## src/design/lspd_pkg.sv

```systemverilog
// Shared types, constants and the arctangent table of the lidar scan converter.
// No dependencies; imported by the converter, the CORDIC and the point store.
package lspd_pkg;

  // Angle units are 1/64 degree.
  localparam logic signed [15:0] FULL_TURN    = 16'sd23040;
  localparam logic signed [15:0] HALF_TURN    = 16'sd11520;
  localparam logic signed [15:0] QUARTER_TURN = 16'sd5760;

  // CORDIC vector and angle widths, 30 fractional bits in the vector.
  localparam int unsigned VEC_W  = 33;
  localparam int unsigned ZW     = 32;
  localparam int unsigned PROD_W = 50;
  localparam logic signed [VEC_W-1:0]  INV_GAIN   = 33'sd652032874;
  localparam logic signed [PROD_W-1:0] ROUND_HALF = 50'sd536870912;

  // Result saturation in millimetres.
  localparam logic signed [19:0] SAT_POS = 20'sd65535;
  localparam logic signed [19:0] SAT_NEG = -20'sd65535;

  // Register reset value and counter limits.
  localparam logic [10:0] SLOTS_RESET = 11'd800;
  localparam logic [10:0] CNT_MAX     = 11'd2047;
  localparam logic [9:0]  SLOT_OUT_MAX = 10'd1023;

  // One stored point: valid flag, revolution tag and coordinates.
  typedef struct packed {
    logic              valid;
    logic [1:0]        tag;
    logic signed [16:0] x;
    logic signed [16:0] y;
  } lspd_entry_t;

  // Result of one conversion, with a one-cycle done pulse.
  typedef struct packed {
    logic              done;
    logic signed [16:0] x;
    logic signed [16:0] y;
  } lspd_xy_t;

  // Arctangent of 2^-i in 1/64 degree scaled by 2^16.
  function automatic logic [27:0] lspd_atan(input logic [4:0] idx);
    logic [27:0] val;
    case (idx)
      5'd0:    val = 28'd188743680;
      5'd1:    val = 28'd111421900;
      5'd2:    val = 28'd58872272;
      5'd3:    val = 28'd29884485;
      5'd4:    val = 28'd15000234;
      5'd5:    val = 28'd7507429;
      5'd6:    val = 28'd3754631;
      5'd7:    val = 28'd1877430;
      5'd8:    val = 28'd938729;
      5'd9:    val = 28'd469366;
      5'd10:   val = 28'd234683;
      5'd11:   val = 28'd117342;
      5'd12:   val = 28'd58671;
      5'd13:   val = 28'd29335;
      5'd14:   val = 28'd14668;
      5'd15:   val = 28'd7334;
      5'd16:   val = 28'd3667;
      5'd17:   val = 28'd1833;
      5'd18:   val = 28'd917;
      5'd19:   val = 28'd458;
      5'd20:   val = 28'd229;
      5'd21:   val = 28'd115;
      5'd22:   val = 28'd57;
      5'd23:   val = 28'd29;
      default: val = 28'd0;
    endcase
    return val;
  endfunction

endpackage

```

## src/design/lspd_cordic.sv

```systemverilog
// Iterative rotation CORDIC with one shared multiplier for range scaling.
// Depends on lspd_pkg for constants, the arctangent table and the result type.
module lspd_cordic #(
  parameter int unsigned STEPS = 16
) (
  input  logic               clk_i,
  input  logic               rst_ni,
  input  logic               start_i,
  input  logic signed [14:0] angle_i,
  input  logic [15:0]        range_i,
  output lspd_pkg::lspd_xy_t res_o
);
  import lspd_pkg::*;

  localparam int unsigned ITER_W = (STEPS > 1) ? $clog2(STEPS) : 1;
  localparam logic [ITER_W-1:0] LAST_ITER = ITER_W'(STEPS - 1);

  localparam logic [2:0] P_IDLE = 3'd0;
  localparam logic [2:0] P_ROT  = 3'd1;
  localparam logic [2:0] P_MULS = 3'd2;
  localparam logic [2:0] P_MULC = 3'd3;
  localparam logic [2:0] P_RND  = 3'd4;

  logic [2:0]              phase_q, phase_d;
  logic [ITER_W-1:0]       iter_q;
  logic signed [VEC_W-1:0] c_q, s_q;
  logic signed [ZW-1:0]    z_q;
  logic                    neg_q;
  logic [15:0]             r_q;
  logic signed [PROD_W-1:0] prod_q;
  logic signed [16:0]      x_q, y_q;
  logic                    done_q;

  // Round to whole millimetres (floor of p + 1/2) and saturate.
  function automatic logic signed [16:0] round_sat(input logic signed [PROD_W-1:0] p);
    logic signed [PROD_W-1:0] t;
    logic signed [PROD_W-1:0] sh;
    logic signed [19:0]       q;
    t  = p + ROUND_HALF;
    sh = t >>> 30;
    q  = sh[19:0];
    if (q > SAT_POS) begin
      q = SAT_POS;
    end else if (q < SAT_NEG) begin
      q = SAT_NEG;
    end
    return q[16:0];
  endfunction

  // Wrap the angle into one turn, then fold it into plus or minus 90 degrees.
  logic signed [15:0] a_ext, a_wrap, a_fold;
  logic               fold_neg;
  always_comb begin
    a_ext = {angle_i[14], angle_i};
    if (a_ext > HALF_TURN) begin
      a_wrap = a_ext - FULL_TURN;
    end else if (a_ext < -HALF_TURN) begin
      a_wrap = a_ext + FULL_TURN;
    end else begin
      a_wrap = a_ext;
    end
    fold_neg = 1'b0;
    if (a_wrap > QUARTER_TURN) begin
      a_fold   = a_wrap - HALF_TURN;
      fold_neg = 1'b1;
    end else if (a_wrap < -QUARTER_TURN) begin
      a_fold   = a_wrap + HALF_TURN;
      fold_neg = 1'b1;
    end else begin
      a_fold = a_wrap;
    end
  end

  // One micro-rotation per cycle through a shared shifter and adders.
  logic signed [VEC_W-1:0] dc, ds;
  logic signed [ZW-1:0]    atan_z;
  assign dc     = s_q >>> iter_q;
  assign ds     = c_q >>> iter_q;
  assign atan_z = $signed({4'd0, lspd_atan(5'(iter_q))});

  // Shared multiplier: sine first, then cosine, sign restored for the far half.
  logic signed [VEC_W-1:0]  mul_sel, mul_v;
  logic signed [PROD_W-1:0] mul_prod;
  assign mul_sel  = (phase_q == P_MULS) ? s_q : c_q;
  assign mul_v    = neg_q ? -mul_sel : mul_sel;
  assign mul_prod = $signed({1'b0, r_q}) * mul_v;

  // Phase sequencing.
  always_comb begin
    phase_d = phase_q;
    case (phase_q)
      P_IDLE: if (start_i) phase_d = P_ROT;
      P_ROT:  if (iter_q == LAST_ITER) phase_d = P_MULS;
      P_MULS: phase_d = P_MULC;
      P_MULC: phase_d = P_RND;
      P_RND:  phase_d = P_IDLE;
      default: phase_d = P_IDLE;
    endcase
  end

  always_ff @(posedge clk_i or negedge rst_ni) begin
    if (!rst_ni) begin
      phase_q <= P_IDLE;
      iter_q  <= '0;
      done_q  <= 1'b0;
    end else begin
      phase_q <= phase_d;
      done_q  <= (phase_q == P_RND);
      if (phase_q == P_ROT) begin
        iter_q <= (iter_q == LAST_ITER) ? '0 : iter_q + 1'b1;
      end else begin
        iter_q <= '0;
      end
    end
  end

  // Datapath registers.
  always_ff @(posedge clk_i) begin
    case (phase_q)
      P_IDLE: begin
        if (start_i) begin
          c_q   <= INV_GAIN;
          s_q   <= '0;
          z_q   <= {a_fold, 16'd0};
          neg_q <= fold_neg;
          r_q   <= range_i;
        end
      end
      P_ROT: begin
        if (!z_q[ZW-1]) begin
          c_q <= c_q - dc;
          s_q <= s_q + ds;
          z_q <= z_q - atan_z;
        end else begin
          c_q <= c_q + dc;
          s_q <= s_q - ds;
          z_q <= z_q + atan_z;
        end
      end
      P_MULS: prod_q <= mul_prod;
      P_MULC: begin
        x_q    <= round_sat(prod_q);
        prod_q <= mul_prod;
      end
      P_RND: y_q <= round_sat(prod_q);
      default: ;
    endcase
  end

  assign res_o.done = done_q;
  assign res_o.x    = x_q;
  assign res_o.y    = y_q;

endmodule

```

## config.mk

```make
export PLATFORM = sky130hd
export DESIGN_NAME = lspd_cordic
export DESIGN_NICKNAME = d
export VERILOG_FILES = /design/src/design/lspd_pkg.sv /design/src/design/lspd_cordic.sv
export SDC_FILE = /design/constraint.sdc
export NUM_CORES = 2
export LEC_CHECK = 0
export ABC_CLOCK_PERIOD_IN_PS = 31500
export BUFFER_PORTS_ARGS = -buffer_cell sky130_fd_sc_hd__buf_2
export CAP_MARGIN = 20
export CELL_PAD_IN_SITES_DETAIL_PLACEMENT = 2
export CELL_PAD_IN_SITES_GLOBAL_PLACEMENT = 2
export CORE_ASPECT_RATIO = 1.75
export CORE_UTILIZATION = 46
export DETAILED_ROUTE_END_ITERATION = 6
export PLACE_DENSITY = 0.95
export SYNTH_ARGS = -nofsm -noshare
export SYNTH_HDL_FRONTEND = slang
export SYNTH_SLANG_ARGS = --single-unit
```

## constraint.sdc

```tcl
create_clock -name clk_i -period 31.5 [get_ports clk_i]
set_input_delay 1.575 -clock clk_i [delete_from_list [all_inputs] [get_ports clk_i]]
set_output_delay 1.575 -clock clk_i [all_outputs]
set_load 0.02 [all_outputs]
```

==> summary.txt, run 1 <==
Outcome
  • Status: did not finish
  • Failed at: 5_1_grt
  • Log Error: [ERROR GRT-0116] Global routing finished with congestion. Check the congestion regions in the DRC Viewer.

Synth
  • Sequential area share after synthesis: 14.5%
  • Synth warnings: 0
  • Async SR Flop Fraction: 4.49%
  • Post-Syn Area: 36700 um2
  • Top_reg_cell synth: edfxtp_1
  • Synthesized instance count: 4106
  • Syn_nets: 4877
  • Number of enable flip-flop cells after synthesis: 170
  • Mean Syn Cell Area: 8.94 um2
  • Seq cells post-synth: 178
  • Distinct cell type count of the synthesized netlist: 93

Clocking
  • Num CTS Buffers: 17
  • CTS Sinks: 178
  • H-tree depth: 4
  • Post-CTS Setup Bufs: 0
  • Hold Buf Count CTS: 0
  • # resized after CTS: 0
  • Root buffer cell: clkbuf_16
  • Worst-case clock buffer depth: 2

Global routing
  • Global-route wire length before repair: 327 mm
  • Total grt overflow: 20
  • Tot GR Track Use: 56.4%
  • Number of global-route vias before repair: 44.6k
  • Largest net degree at the start of global routing: 72

Placed design
  • Port bufs: 68
  • GPL Wtd Cong: 0.961
  • Placed Instances: 5073
  • Pre-CTS WS: 19.25 ns
  • Hpwl dp: 147 mm
  • DP Area: 38000 um2

Floorplanning
  • Top Ports: 69
  • Chip height: 376 um
  • Initial Utilization: 46.6%
  • Die W: 216 um
  • Std-Cell Rows: 136
cells in the mapped netlist (40+ instances only):
library cell	n	area share, %
nor2b_1	46	0.78
and2_1	231	3.9
edfxtp_1	170	14
nor2_1	207	2.1
a21oi_1	180	2.5
clkbuf_1	148	1.5
inv_1	617	6.3
nand2_1	526	5.4
mux2i_1	62	1.7
nand3_1	40	0.55
xnor2_1	131	3.1
fa_1	504	27
o21ai_0	164	2.2
xor2_1	119	2.8
a21o_1	69	1.4
ha_1	233	7.9
nor3_1	79	1.1
logic make-up after synthesis:
logic type | after synthesis | synth area share [%]
buffers and inverters | 826 | 9.06
xor gates and xnor gates | 250 | 5.97
adders and majority gates | 737 | 35.4
AOI/OAI and AO/OA | 672 | 11.7
muxes | 153 | 6.41
DFF | 178 | 14.5
and+or+nand+nor | 1290 | 17.0
per-stage QoR:
stage | hold WS (ns) | util [%]
2_1_floorplan | 0.637 | -
3_3_place_gp | 0.637 | 48.2
3_5_place_dp | 0.726 | 48.2
4_1_cts | 0.735 | 49.0
metal layers:
metal | GRT overflow | GRT usage [%]
met1 | 0 | 52.3
met2 | 10 | 81.5
met3 | 0 | 34.2
met4 | 10 | 56.7
met5 | 0 | 18.6
==> inputs of run 2 (changes only) <==
--- a/config.mk
+++ b/config.mk
@@ -8,12 +8,9 @@
 export ABC_CLOCK_PERIOD_IN_PS = 31500
 export BUFFER_PORTS_ARGS = -buffer_cell sky130_fd_sc_hd__buf_2
 export CAP_MARGIN = 20
-export CELL_PAD_IN_SITES_DETAIL_PLACEMENT = 2
-export CELL_PAD_IN_SITES_GLOBAL_PLACEMENT = 2
-export CORE_ASPECT_RATIO = 1.75
-export CORE_UTILIZATION = 46
+export CORE_UTILIZATION = 40
 export DETAILED_ROUTE_END_ITERATION = 6
-export PLACE_DENSITY = 0.95
+export PLACE_DENSITY_LB_ADDON = 0.15
 export SYNTH_ARGS = -nofsm -noshare
 export SYNTH_HDL_FRONTEND = slang
 export SYNTH_SLANG_ARGS = --single-unit
==> run 2 against run 1 <==
Against the previous run:
- synthesized cell count is the same
- the run now ends clean
- area after synthesis is the same
==> summary.txt, run 2 <==
Outcome
  • Status: completed

Drt
  • Antenna Nets Post-Route: 0
  • WL/cell: 19.9 um
  • DRC: 0
  • 1st-iter DRT viols: 1997
  • Via count normalized by instance count: 5.44
  • Pre-Repair DR Iteration Count: 5
  • Routed via count: 28.5k
  • Total Wirelength: 104 mm

STA
  • Clock Skew: 0.0205 ns
  • Final Setup Violations: 0
  • Worst-margin pin slew: 1.05 ns
  • Setup TNS: 0 ns
  • Worst hold slack: 0.652 ns
  • Tcrit/Tclk final: 33.3%
  • Final hold violation count: 0
  • FMAX: 95.4 MHz
  • Slew Limit Fails: 0
  • Max_slew headroom: 30.0%
  • Min Tclk post-route: 10.48 ns
  • RSZ-0062 raised after global routing: no

Worst setup path
  • RR Startpoint: phase_q[0]$_DFFE_PN0P_
  • Worst Setup End Kind: flop
  • Crit path kind: reg -> reg
  • Worst Path Required: 31.77 ns
  • Startpoint types: flop
  • CP most frequent cell: fa_1
  • R2R setup slack: 21.02 ns
  • Critical path buffer and inverter count: 6
  • Worst path top cell family by delay: adder cells
  • Register-to-Register Path Depth: 34
  • Worst r2r dst: prod_q[49]$_DFFE_PN_
  • WP data arrival: 10.75 ns
  • CP max FO: 22
  • Slowest stage delay, CP: 0.68 ns
  • Slowest-stage cell, CP: or3b_1

Run
  • MaxCap Viol Count: 0

Synth
  • Async SR Flop Fraction: 4.49% (unchanged)
  • Share of the synthesized area in the top cell type: 27.5% (unchanged)
  • Synth warnings: 0 (unchanged)
  • Top-count cell post-synth: inv_1
  • Mean Syn Cell Area: 8.94 um2 (unchanged)
  • Sequential area share after synthesis: 14.5% (unchanged)
  • Distinct cell type count of the synthesized netlist: 93 (unchanged)
  • Top_reg_cell synth: edfxtp_1
  • Synth top cells by count: 617 x inv_1, 526 x nand2_1, 504 x fa_1
  • Seq cells post-synth: 178 (unchanged)
  • Number of enable flip-flop cells after synthesis: 170 (unchanged)
  • Synthesized instance count: 4106 (unchanged)
  • Largest cells by area after synthesis: fa_1 27%, edfxtp_1 14%, ha_1 7.9%
  • Syn_nets: 4877 (unchanged)
  • Post-Syn Area: 36700 um2 (unchanged)
  • Yosys top cell by area: fa_1

Global routing
  • Total grt overflow: 0
  • Global-route wire length before repair: 167 mm
  • Tot GR Track Use: 22.9%
  • Initial antenna violation count: 2
  • Number of global-route vias before repair: 29.0k
  • Largest net degree at the start of global routing: 73

Floorplanning
  • Chip height: 305 um (-19%)
  • Top Ports: 69 (unchanged)
  • Die W: 305 um (+41%)
  • Core area: 90400 um2
  • Std-Cell Rows: 110 (-19%)
  • Die ar.: 93000 um2
  • Initial Utilization: 40.6% (-6.0 points)

Placed design
  • Port bufs: 68 (unchanged)
  • GPL Wtd Cong: 0.894 (-6.9%)
  • Hpwl dp: 79.5 mm (-46%)

Cells and area
  • Post-layout util: 42.8%
  • Most frequent cells in the layout: 616 x inv_1, 525 x nand2_1, 504 x fa_1
  • Layout cells sized above 1: 6.81%
  • Most common cell after layout, fill and taps aside: inv_1
  • Final nets: 4825
  • Syn-to-layout area delta: 5.44%
  • Largest regs: c_q: 33 flops, s_q: 33 flops, z_q: 32 flops
  • Number of fill cells in the layout: 9046

Clocking
  • Root buffer cell: clkbuf_16
  • Clock-pin slew on the worst setup and hold paths: 0.09 ns
  • Clk_lat worst skew: 0.52 ns
  • H-tree depth: 4 (unchanged)
  • Hold Buf Count CTS: 0 (unchanged)
  • Post-CTS Setup Bufs: 0 (unchanged)
  • # resized after CTS: 0 (unchanged)
  • Clock tree from TritonCTS: yes
  • CTS Sinks: 178 (unchanged)
  • Worst-case clock buffer depth: 2 (unchanged)
  • Num CTS Buffers: 17 (unchanged)

Min path
  • Endpoint, Worst Hold: done_q$_DFF_PN0_
  • Hold_sp: phase_q[1]$_DFFE_PN0P_
  • Worst hold-check path type: reg -> reg
  • Hold Path Stages: 1
==> run 2: cell counts after synthesis <==
Identical to the previous run, type by type.
==> run 2: area by class of cell <==
class	instances	area, um2	area share, %
flip-flops and latches	178	5320	13.7
diodes	1	2.50	0.00647
multi-input cells	3102	28100	72.6
repair buffers	138	866	2.24
clock buffers	18	439	1.13
inverters	617	2320	5.98
clock inverters	14	179	0.462
well taps	1176	1470	3.80
==> run 2: worst reg2reg max path, delay by kind of cell (launching register included) <==
family                     cells  cell delay, ns
adders and majority gates      8            3.65
DFF                            1            0.57
and+or+nand+nor                5            1.72
buffers and inverters          6            0.80
AOI/OAI and AO/OA             13            3.30
xor gates and xnor gates       2            0.17
==> run 2: worst max-delay path by stage <==
stage / endpoint / cells past startpoint / slack (ns) / from
floorplan: prod_q[49]$_DFFE_PN_ / 37 / 21.32 / phase_q[2]$_DFFE_PN0P_
global placement: prod_q[49]$_DFFE_PN_ / 34 / 21.11 / phase_q[0]$_DFFE_PN0P_
detailed placement: prod_q[49]$_DFFE_PN_ / 33 / 21.01 / phase_q[0]$_DFFE_PN0P_
CTS: prod_q[49]$_DFFE_PN_ / 33 / 20.97 / phase_q[0]$_DFFE_PN0P_
global route: prod_q[49]$_DFFE_PN_ / 35 / 20.31 / phase_q[0]$_DFFE_PN0P_
finish: prod_q[49]$_DFFE_PN_ / 34 / 21.02 / phase_q[0]$_DFFE_PN0P_
==> run 2: routing by layer <==
layer | up-vias | GRT usage [%] | part of all wire [%]
met5 | - | 0 | 0
met4 | 0 | 5.67 | 2.0
met3 | 97 | 3.48 | 5.5
met2 | 720 | 37.4 | 46
met1 | 14260 | 31.8 | 46
li1 | 13435 | - | -
==> run 2: cells by family (layout without fill, tap and decap cells) <==
| kind of cell | after synthesis | in the layout | synth area share, % |
|---|---|---|---|
| xor gates and xnor gates | 250 | 250 | 5.97 |
| buffers and inverters | 826 | 787 | 9.06 |
| DFF | 178 | 178 | 14.5 |
| adders and majority gates | 737 | 737 | 35.4 |
| and+or+nand+nor | 1290 | 1290 | 17.0 |
| muxes | 153 | 153 | 6.41 |
| other | 0 | 1 | 0 |
| AOI/OAI and AO/OA | 672 | 672 | 11.7 |
==> run 2: metrics by stage <==
step,std cells,instance area (um2),setup slack [ns]
floorplan,4106,36700,21.32
global placement,5211,38100,21.11
detailed placement,5211,38100,21.01
CTS,5243,38700,20.97
global route,5244,38700,20.31
finish,5244,38700,21.02
Power of run 2 is not shown: default switching activity piles up to over one toggle a cycle in this logic, so the estimate is an artifact.
